## src/utd_pkg.sv

```systemverilog
`default_nettype none

package utd_pkg;

  // Final status codes of a string
  typedef enum logic [2:0] {
    ST_OK        = 3'd0,
    ST_FORBIDDEN = 3'd1,
    ST_BAD_LEAD  = 3'd2,
    ST_BAD_CONT  = 3'd3,
    ST_TRUNC     = 3'd4,
    ST_SURROGATE = 3'd5
  } status_t;

  // Code point range and special values
  localparam logic [15:0] SURR_LO = 16'hD800;
  localparam logic [15:0] SURR_HI = 16'hDFFF;
  localparam logic [15:0] BOM_CP  = 16'hFEFF;
  localparam logic [2:0]  BOM_LEN = 3'd3;

  // Decoder state carried from byte to byte. The accumulator keeps the low
  // 16 bits of the code point; big is set once any higher bit is nonzero.
  typedef struct packed {
    logic [2:0]  pending;
    logic [15:0] accum;
    logic        big;
    logic [2:0]  seq_len;
    logic        at_start;
    logic        halted;
    status_t     status;
  } dec_state_t;

  localparam dec_state_t DEC_STATE_RESET = '{
    pending:  3'd0,
    accum:    16'd0,
    big:      1'b0,
    seq_len:  3'd0,
    at_start: 1'b1,
    halted:   1'b0,
    status:   ST_OK
  };

  // Result produced by one byte
  typedef struct packed {
    logic        valid;
    logic [15:0] code_unit;
    logic        has_char;
    status_t     status;
    logic        string_done;
  } dec_result_t;

endpackage

`default_nettype wire

```

## src/utd_step.sv

```systemverilog
`default_nettype none

module utd_step
  import utd_pkg::*;
(
  input  dec_state_t  state_i,
  input  logic [7:0]  byte_i,
  input  logic        last_i,
  output dec_state_t  state_o,
  output dec_result_t result_o
);

  always_comb begin
    dec_state_t  ns;
    logic [2:0]  len;
    logic [6:0]  head;
    logic        complete;
    logic        has;
    logic [15:0] unit;
    status_t     fin;

    ns       = state_i;
    len      = 3'd0;
    head     = 7'd0;
    complete = 1'b0;
    has      = 1'b0;
    unit     = 16'd0;
    fin      = ST_OK;

    if (state_i.halted) begin
      // after an error only the remaining sequence count runs down
      if (state_i.pending != 3'd0) begin
        ns.pending = state_i.pending - 3'd1;
      end
    end else if (state_i.pending == 3'd0) begin
      // lead byte classification
      case (byte_i) inside
        8'hC0, 8'hC1, 8'hF5, 8'hFF: begin
          ns.halted  = 1'b1;
          ns.status  = ST_FORBIDDEN;
          ns.pending = 3'd0;
        end
        [8'h00:8'h7F]: begin
          len  = 3'd1;
          head = byte_i[6:0];
        end
        [8'hC2:8'hDF]: begin
          len  = 3'd2;
          head = {2'b00, byte_i[4:0]};
        end
        [8'hE0:8'hEF]: begin
          len  = 3'd3;
          head = {3'b000, byte_i[3:0]};
        end
        [8'hF0:8'hF4], [8'hF6:8'hF7]: begin
          len  = 3'd4;
          head = {4'b0000, byte_i[2:0]};
        end
        [8'hF8:8'hFB]: begin
          len  = 3'd5;
          head = {5'b00000, byte_i[1:0]};
        end
        [8'hFC:8'hFD]: begin
          len  = 3'd6;
          head = {6'b000000, byte_i[0]};
        end
        default: begin
          ns.halted  = 1'b1;
          ns.status  = ST_BAD_LEAD;
          ns.pending = 3'd0;
        end
      endcase

      if (len != 3'd0) begin
        ns.seq_len = len;
        ns.accum   = {9'd0, head};
        ns.big     = 1'b0;
        if (len == 3'd1) begin
          complete = 1'b1;
        end else if (last_i) begin
          ns.halted  = 1'b1;
          ns.status  = ST_TRUNC;
          ns.pending = 3'd0;
        end else begin
          ns.pending = len - 3'd1;
        end
      end
    end else begin
      // continuation byte
      ns.pending = state_i.pending - 3'd1;
      if (byte_i[7:6] != 2'b10) begin
        // count is kept so truncation can still be detected
        ns.halted = 1'b1;
        ns.status = ST_BAD_CONT;
      end else begin
        ns.accum = {state_i.accum[9:0], byte_i[5:0]};
        ns.big   = state_i.big | (state_i.accum[15:10] != 6'd0);
        if (ns.pending == 3'd0) begin
          complete = 1'b1;
        end else if (last_i) begin
          ns.halted  = 1'b1;
          ns.status  = ST_TRUNC;
          ns.pending = 3'd0;
        end
      end
    end

    // finished code point
    if (complete) begin
      if (!ns.big && ns.accum >= SURR_LO && ns.accum <= SURR_HI) begin
        ns.halted  = 1'b1;
        ns.status  = ST_SURROGATE;
        ns.pending = 3'd0;
      end else if (state_i.at_start && ns.seq_len == BOM_LEN && !ns.big &&
                   ns.accum == BOM_CP) begin
        // leading byte order mark is dropped
        has = 1'b0;
      end else if (!ns.big) begin
        has  = 1'b1;
        unit = ns.accum;
      end
      ns.at_start = 1'b0;
      ns.accum    = 16'd0;
      ns.big      = 1'b0;
      ns.seq_len  = 3'd0;
    end

    // end of string: report status and start over
    if (last_i) begin
      fin = ns.status;
      if (ns.halted && ns.status == ST_BAD_CONT && ns.pending != 3'd0) begin
        fin = ST_TRUNC;
      end
      result_o.valid       = 1'b1;
      result_o.code_unit   = unit;
      result_o.has_char    = has;
      result_o.status      = fin;
      result_o.string_done = 1'b1;
      state_o              = DEC_STATE_RESET;
    end else begin
      result_o.valid       = has;
      result_o.code_unit   = unit;
      result_o.has_char    = has;
      result_o.status      = ST_OK;
      result_o.string_done = 1'b0;
      state_o              = ns;
    end
  end

endmodule

`default_nettype wire

```

## src/utf8_to_ucs2_decoder_core.sv

```systemverilog
// UTF-8 to UCS-2 stream decoder.
// Input channel: one byte per transfer (in_byte_in) with in_last_byte set on
// the final byte of a string. Result channel: out_code_unit/out_has_char for
// a decoded basic plane character, out_status and out_string_done on the
// result for the final byte. A byte that neither ends the string nor
// completes an emitted character produces no result transfer.
// Pipeline: an input register, then the decode step, then the result
// register; a byte's result is presented from the result register once
// the byte has passed the input register. One byte is taken per cycle
// while in_stall is low; the only loop is the update of the decoder
// state in the step logic.
// While out_stall holds a waiting result the result register holds, the
// input register still takes one byte, and in_stall rises once it is full.
// Reset (rst_n low at a clock edge) empties both registers and returns the
// decoder to the start of a new string.
`default_nettype none

module utf8_to_ucs2_decoder_core
  import utd_pkg::*;
(
  input  wire logic        clk,
  input  wire logic        rst_n,
  input  wire logic        in_valid,
  output logic             in_stall,
  input  wire logic [7:0]  in_byte_in,
  input  wire logic        in_last_byte,
  output logic             out_valid,
  input  wire logic        out_stall,
  output logic [15:0]      out_code_unit,
  output logic             out_has_char,
  output logic [2:0]       out_status,
  output logic             out_string_done
);

  logic        s1_valid_r;
  logic [7:0]  s1_byte_r;
  logic        s1_last_r;
  dec_state_t  state_r;
  dec_state_t  state_nxt;
  dec_result_t res;
  logic        out_valid_r;
  logic [15:0] out_code_unit_r;
  logic        out_has_char_r;
  status_t     out_status_r;
  logic        out_string_done_r;
  logic        adv;

  // the step advances whenever the result register is free or drains
  assign adv      = !out_valid_r || !out_stall;
  assign in_stall = s1_valid_r && !adv;

  utd_step u_step (
    .state_i  (state_r),
    .byte_i   (s1_byte_r),
    .last_i   (s1_last_r),
    .state_o  (state_nxt),
    .result_o (res)
  );

  // control state
  always_ff @(posedge clk) begin
    if (!rst_n) begin
      s1_valid_r  <= 1'b0;
      out_valid_r <= 1'b0;
      state_r     <= DEC_STATE_RESET;
    end else begin
      if (!in_stall) begin
        s1_valid_r <= in_valid;
      end
      if (adv) begin
        out_valid_r <= s1_valid_r && res.valid;
        if (s1_valid_r) begin
          state_r <= state_nxt;
        end
      end
    end
  end

  // payload registers
  always_ff @(posedge clk) begin
    if (in_valid && !in_stall) begin
      s1_byte_r <= in_byte_in;
      s1_last_r <= in_last_byte;
    end
    if (adv && s1_valid_r && res.valid) begin
      out_code_unit_r   <= res.code_unit;
      out_has_char_r    <= res.has_char;
      out_status_r      <= res.status;
      out_string_done_r <= res.string_done;
    end
  end

  assign out_valid       = out_valid_r;
  assign out_code_unit   = out_code_unit_r;
  assign out_has_char    = out_has_char_r;
  assign out_status      = 3'(out_status_r);
  assign out_string_done = out_string_done_r;

endmodule

`default_nettype wire

```

## config.mk

```make
export PLATFORM = sky130hd
export DESIGN_NAME = utf8_to_ucs2_decoder_core
export DESIGN_NICKNAME = d
export VERILOG_FILES = /design/src/utd_pkg.sv /design/src/utd_step.sv /design/src/utf8_to_ucs2_decoder_core.sv
export SDC_FILE = /design/constraint.sdc
export NUM_CORES = 1
export LEC_CHECK = 0
export BUFFER_PORTS_ARGS = -buffer_cell sky130_fd_sc_hd__buf_2
export CORE_MARGIN = 4
export CORE_UTILIZATION = 35
export CTS_BUF_LIST = sky130_fd_sc_hd__clkbuf_16
export CTS_CLUSTER_DIAMETER = 150
export DETAILED_ROUTE_END_ITERATION = 7
export PLACE_DENSITY = 0.57
export SETUP_SLACK_MARGIN = 0.05
export SYNTH_ARGS = -nofsm -noshare
export SYNTH_HDL_FRONTEND = slang
export SYNTH_HIERARCHICAL = 1
export SYNTH_SLANG_ARGS = --single-unit
```

## constraint.sdc

```tcl
create_clock -name clk -period 6.1 [get_ports clk]
set_clock_uncertainty 0.2 [all_clocks]
set_input_delay 0.305 -clock clk [delete_from_list [all_inputs] [get_ports clk]]
set_output_delay 0.305 -clock clk [all_outputs]
set_load 0.005 [all_outputs]
```

==> out/qor.txt <==
Status - complete, no violations
Final Instance Area - 4360 sq um
Worst setup EP type - flip-flop
Nets - 500
Synth Warn # - 6
Crit start category - flip-flop
Critical Path RT - 5.95 ns
WS Path Type - flip-flop to flip-flop
Post-CTS Resized - 0
Synth Net Count - 473
Routed WL - 10,400 um
Mapped Area - 3790 sq um
Die W - 112 um
Worst slew margin - 34.8%
Hold Path Class - input pin to flip-flop
Final TNS setup - 0 ns
Peak VDD IR - 0.000126 V
Pwr/cell area - 254 nW/um^2
First-pass GRT wire length - 16,800 um
Worst Max-Slew Pin Slew - 0.978 ns
Die area - 12,600 sq um
Total of max-cap violations - 0
LEAKAGE - 1.61 nW
Initial antenna violation count - 0
Tcrit/Tclk final - 81.2%
DR iter-0 viols - 278
Dpl ws - 1.26 ns
Routed via count - 3,422
GPL Wtd Cong - 0.895
Register area share after synthesis - 39.6%
Initial Util - 36.4%
Final Hold Violating Endpoints - 0
Crit path max fanout - 17
Num CTS Buffers - 9
Largest area contributor in the netlist - edfxtp_1
Post-Syn Area per Cell - 8.37 sq um
Top-area cell type share of the netlist area - 23.8%
CTS tree - done
Io pins - 36
CTS max path bufs - 2
Synth Area in Compound Gates - 15.3%
Unrepaired setup endpoints after global routing - no
Fraction of the mapped netlist area in simple logic gates - 27.6%
Post-synth top cells - nand2_1, nor2_1, dfxtp_1, edfxtp_1, mux2i_1
Drt wl/cell - 16.8 um
Max Freq - 202 MHz
Fillers - 1,049
Post-DRT Antenna Nets - 0
Max Slew Vio Count - 0
CP Cell Sequence - nand2b_1, a31oi_1, inv_1, ha_1, ha_1, or4b_1, nand2b_1, o221ai_1, nor4_1, o2111ai_1, o41ai_4, nand2_1, nand2_1, a21oi_2, buf_4
Core ar. - 10,400 sq um
Root buffer cell - clkbuf_16
Post-synthesis register bit count - 60
Endpoints failing setup - 0
FP Rows - 37
Post-layout total power - 0.00110 W
Fin crit period - 4.95 ns
Largest net degree at the start of global routing - 59
Clk sinks - 60
Largest family of logic cells by synthesized area - simple AND/OR/NAND/NOR gates
# Post-CTS Setup Buffers - 0
Bufs and invs on worst path - 2
Top cells by area, synth - edfxtp_1, dfxtp_1, nand2_1
Cell with the most instances after synthesis - nand2_1
Post-synth ARST share - 0%
DR pass1 iterations - 5
Vias in the first global route - 3,260
Layout cells sized above 1 - 12.8%
Family with the most delay on the worst path - simple AND/OR/NAND/NOR gates
Largest stage delay, worst path - 0.71 ns
Placed cell area - 3980 sq um
Die height - 112 um
Drc violations - 0
Synth Area in Adders - 2.31%
Via density - 5.52
Post-Synth XOR/XNOR Area - 0.462%
Ys flop type - edfxtp_1
Register Area - 1500 sq um
Clk_lat worst skew - 0.32 ns
EDFF count, synth - 30
Area of the multi-input gates - 2060 sq um
Mux cell area share after synthesis - 8.52%
GRT Resource Usage Total - 16.5%
Antenna cells - 0
Critical path's slowest cell - or4b_1
Final WS setup - 1.15 ns
Final global-route overflow total - 0
Post-layout utilization of the core - 41.8%
IO buf count - 35
Reg clk slew, reported paths - 0.05 ns
Htree depth - 3
Detail Placement HPWL - 7170 um
Syn-to-layout area delta - 14.9%
Post-synthesis cell count - 453
Unique masters post-synth - 65
Worst Path Arrival - 4.81 ns
layout make-up:
| type | count | share of cell area, % |
|---|---|---|
| multi-input cells | 349 | 47.4 |
| flip-flops and latches | 60 | 34.5 |
| clock inverters | 6 | 1.32 |
| inverters | 13 | 1.12 |
| well taps | 136 | 3.91 |
| clock buffers | 9 | 5.17 |
| repair buffers | 47 | 6.61 |
final timing paths:
kind / from / end / slack (ns) / depth (start not counted)
max: s1_byte_r[2] / out_code_unit[3] / 1.15 / 15
min: in_valid / s1_valid_r / 0.001 / 2
max reg2reg: s1_byte_r[2] / out_code_unit[3] / 1.15 / 15
min reg2reg: state_r[5] / state_r[5] / 0.26 / 2
cells in the final DEF (no fill, tap or decap), drive strengths merged, types with 10 or more instances in the layout:
cell type    n
nand2      104
nor2        49
buf         38
mux2i       30
edfxtp      30
dfxtp       30
a21oi       26
inv         14
o21ai       12
nor3        10
layer usage:
layer	share of wire (%)	vias up	global-route usage, %	wire, um
met3	6.0	18	3.94	626
met4	1.5	0	5.53	159
met2	47	122	26.1	4880
met1	46	1629	22.2	4770
li1	-	1653	-	-
met5	0	-	0	0
registers in the layout (all words and copies together), names as in the netlist:
register and cells:
out_has_char 1, s1_last_r 1, s1_byte_r 8, state_r 28
out_valid 1, out_status 3, out_string_done 1, s1_valid_r 1
out_code_unit 16
kinds of logic (layout without fill, tap and decap cells):
logic type | after synthesis | in the layout
flip-flops | 60 | 60
adder cells (fa/ha/maj) | 7 | 7
buffers and inverters | 44 | 75
multiplexers | 32 | 32
AO/OA/AOI/OAI | 83 | 83
XOR/XNOR | 2 | 2
AND/OR/NAND/NOR | 225 | 225
through the flow:
stage / hold WS [ns] / instances
detailed placement: 0.247 / 596
global route: 0.0150 / 620
finish: 0.00117 / 620
CTS: 0.000802 / 620
floorplan: 0.204 / 453
global placement: 0.240 / 596
power breakdown:
| part | internal (W) | total [W] | switching [W] | leakage, nW |
|---|---|---|---|---|
| registers | 0.000438 | 0.000454 | 0.0000165 | 0.532 |
| logic | 0.0000605 | 0.000163 | 0.000102 | 0.941 |
| clock network | 0.000310 | 0.000487 | 0.000178 | 0.136 |
timing repair:
action / 4_1_cts / 5_1_grt
setup endpoints to repair: 0 / 0
hold buffers: 9 / 0
endpoints found under the hold margin: 9 / 0
worst reg2reg max path: cells and delay by family (launching register included):
| family | cells | cell delay [ns] |
|---|---|---|
| buffers and inverters | 2 | 0.36 |
| AO/OA/AOI/OAI | 5 | 1.32 |
| AND/OR/NAND/NOR | 6 | 1.64 |
| adder cells (fa/ha/maj) | 2 | 0.57 |
| flip-flops | 1 | 0.59 |
No activity file was read; power rests on OpenSTA's default activity.
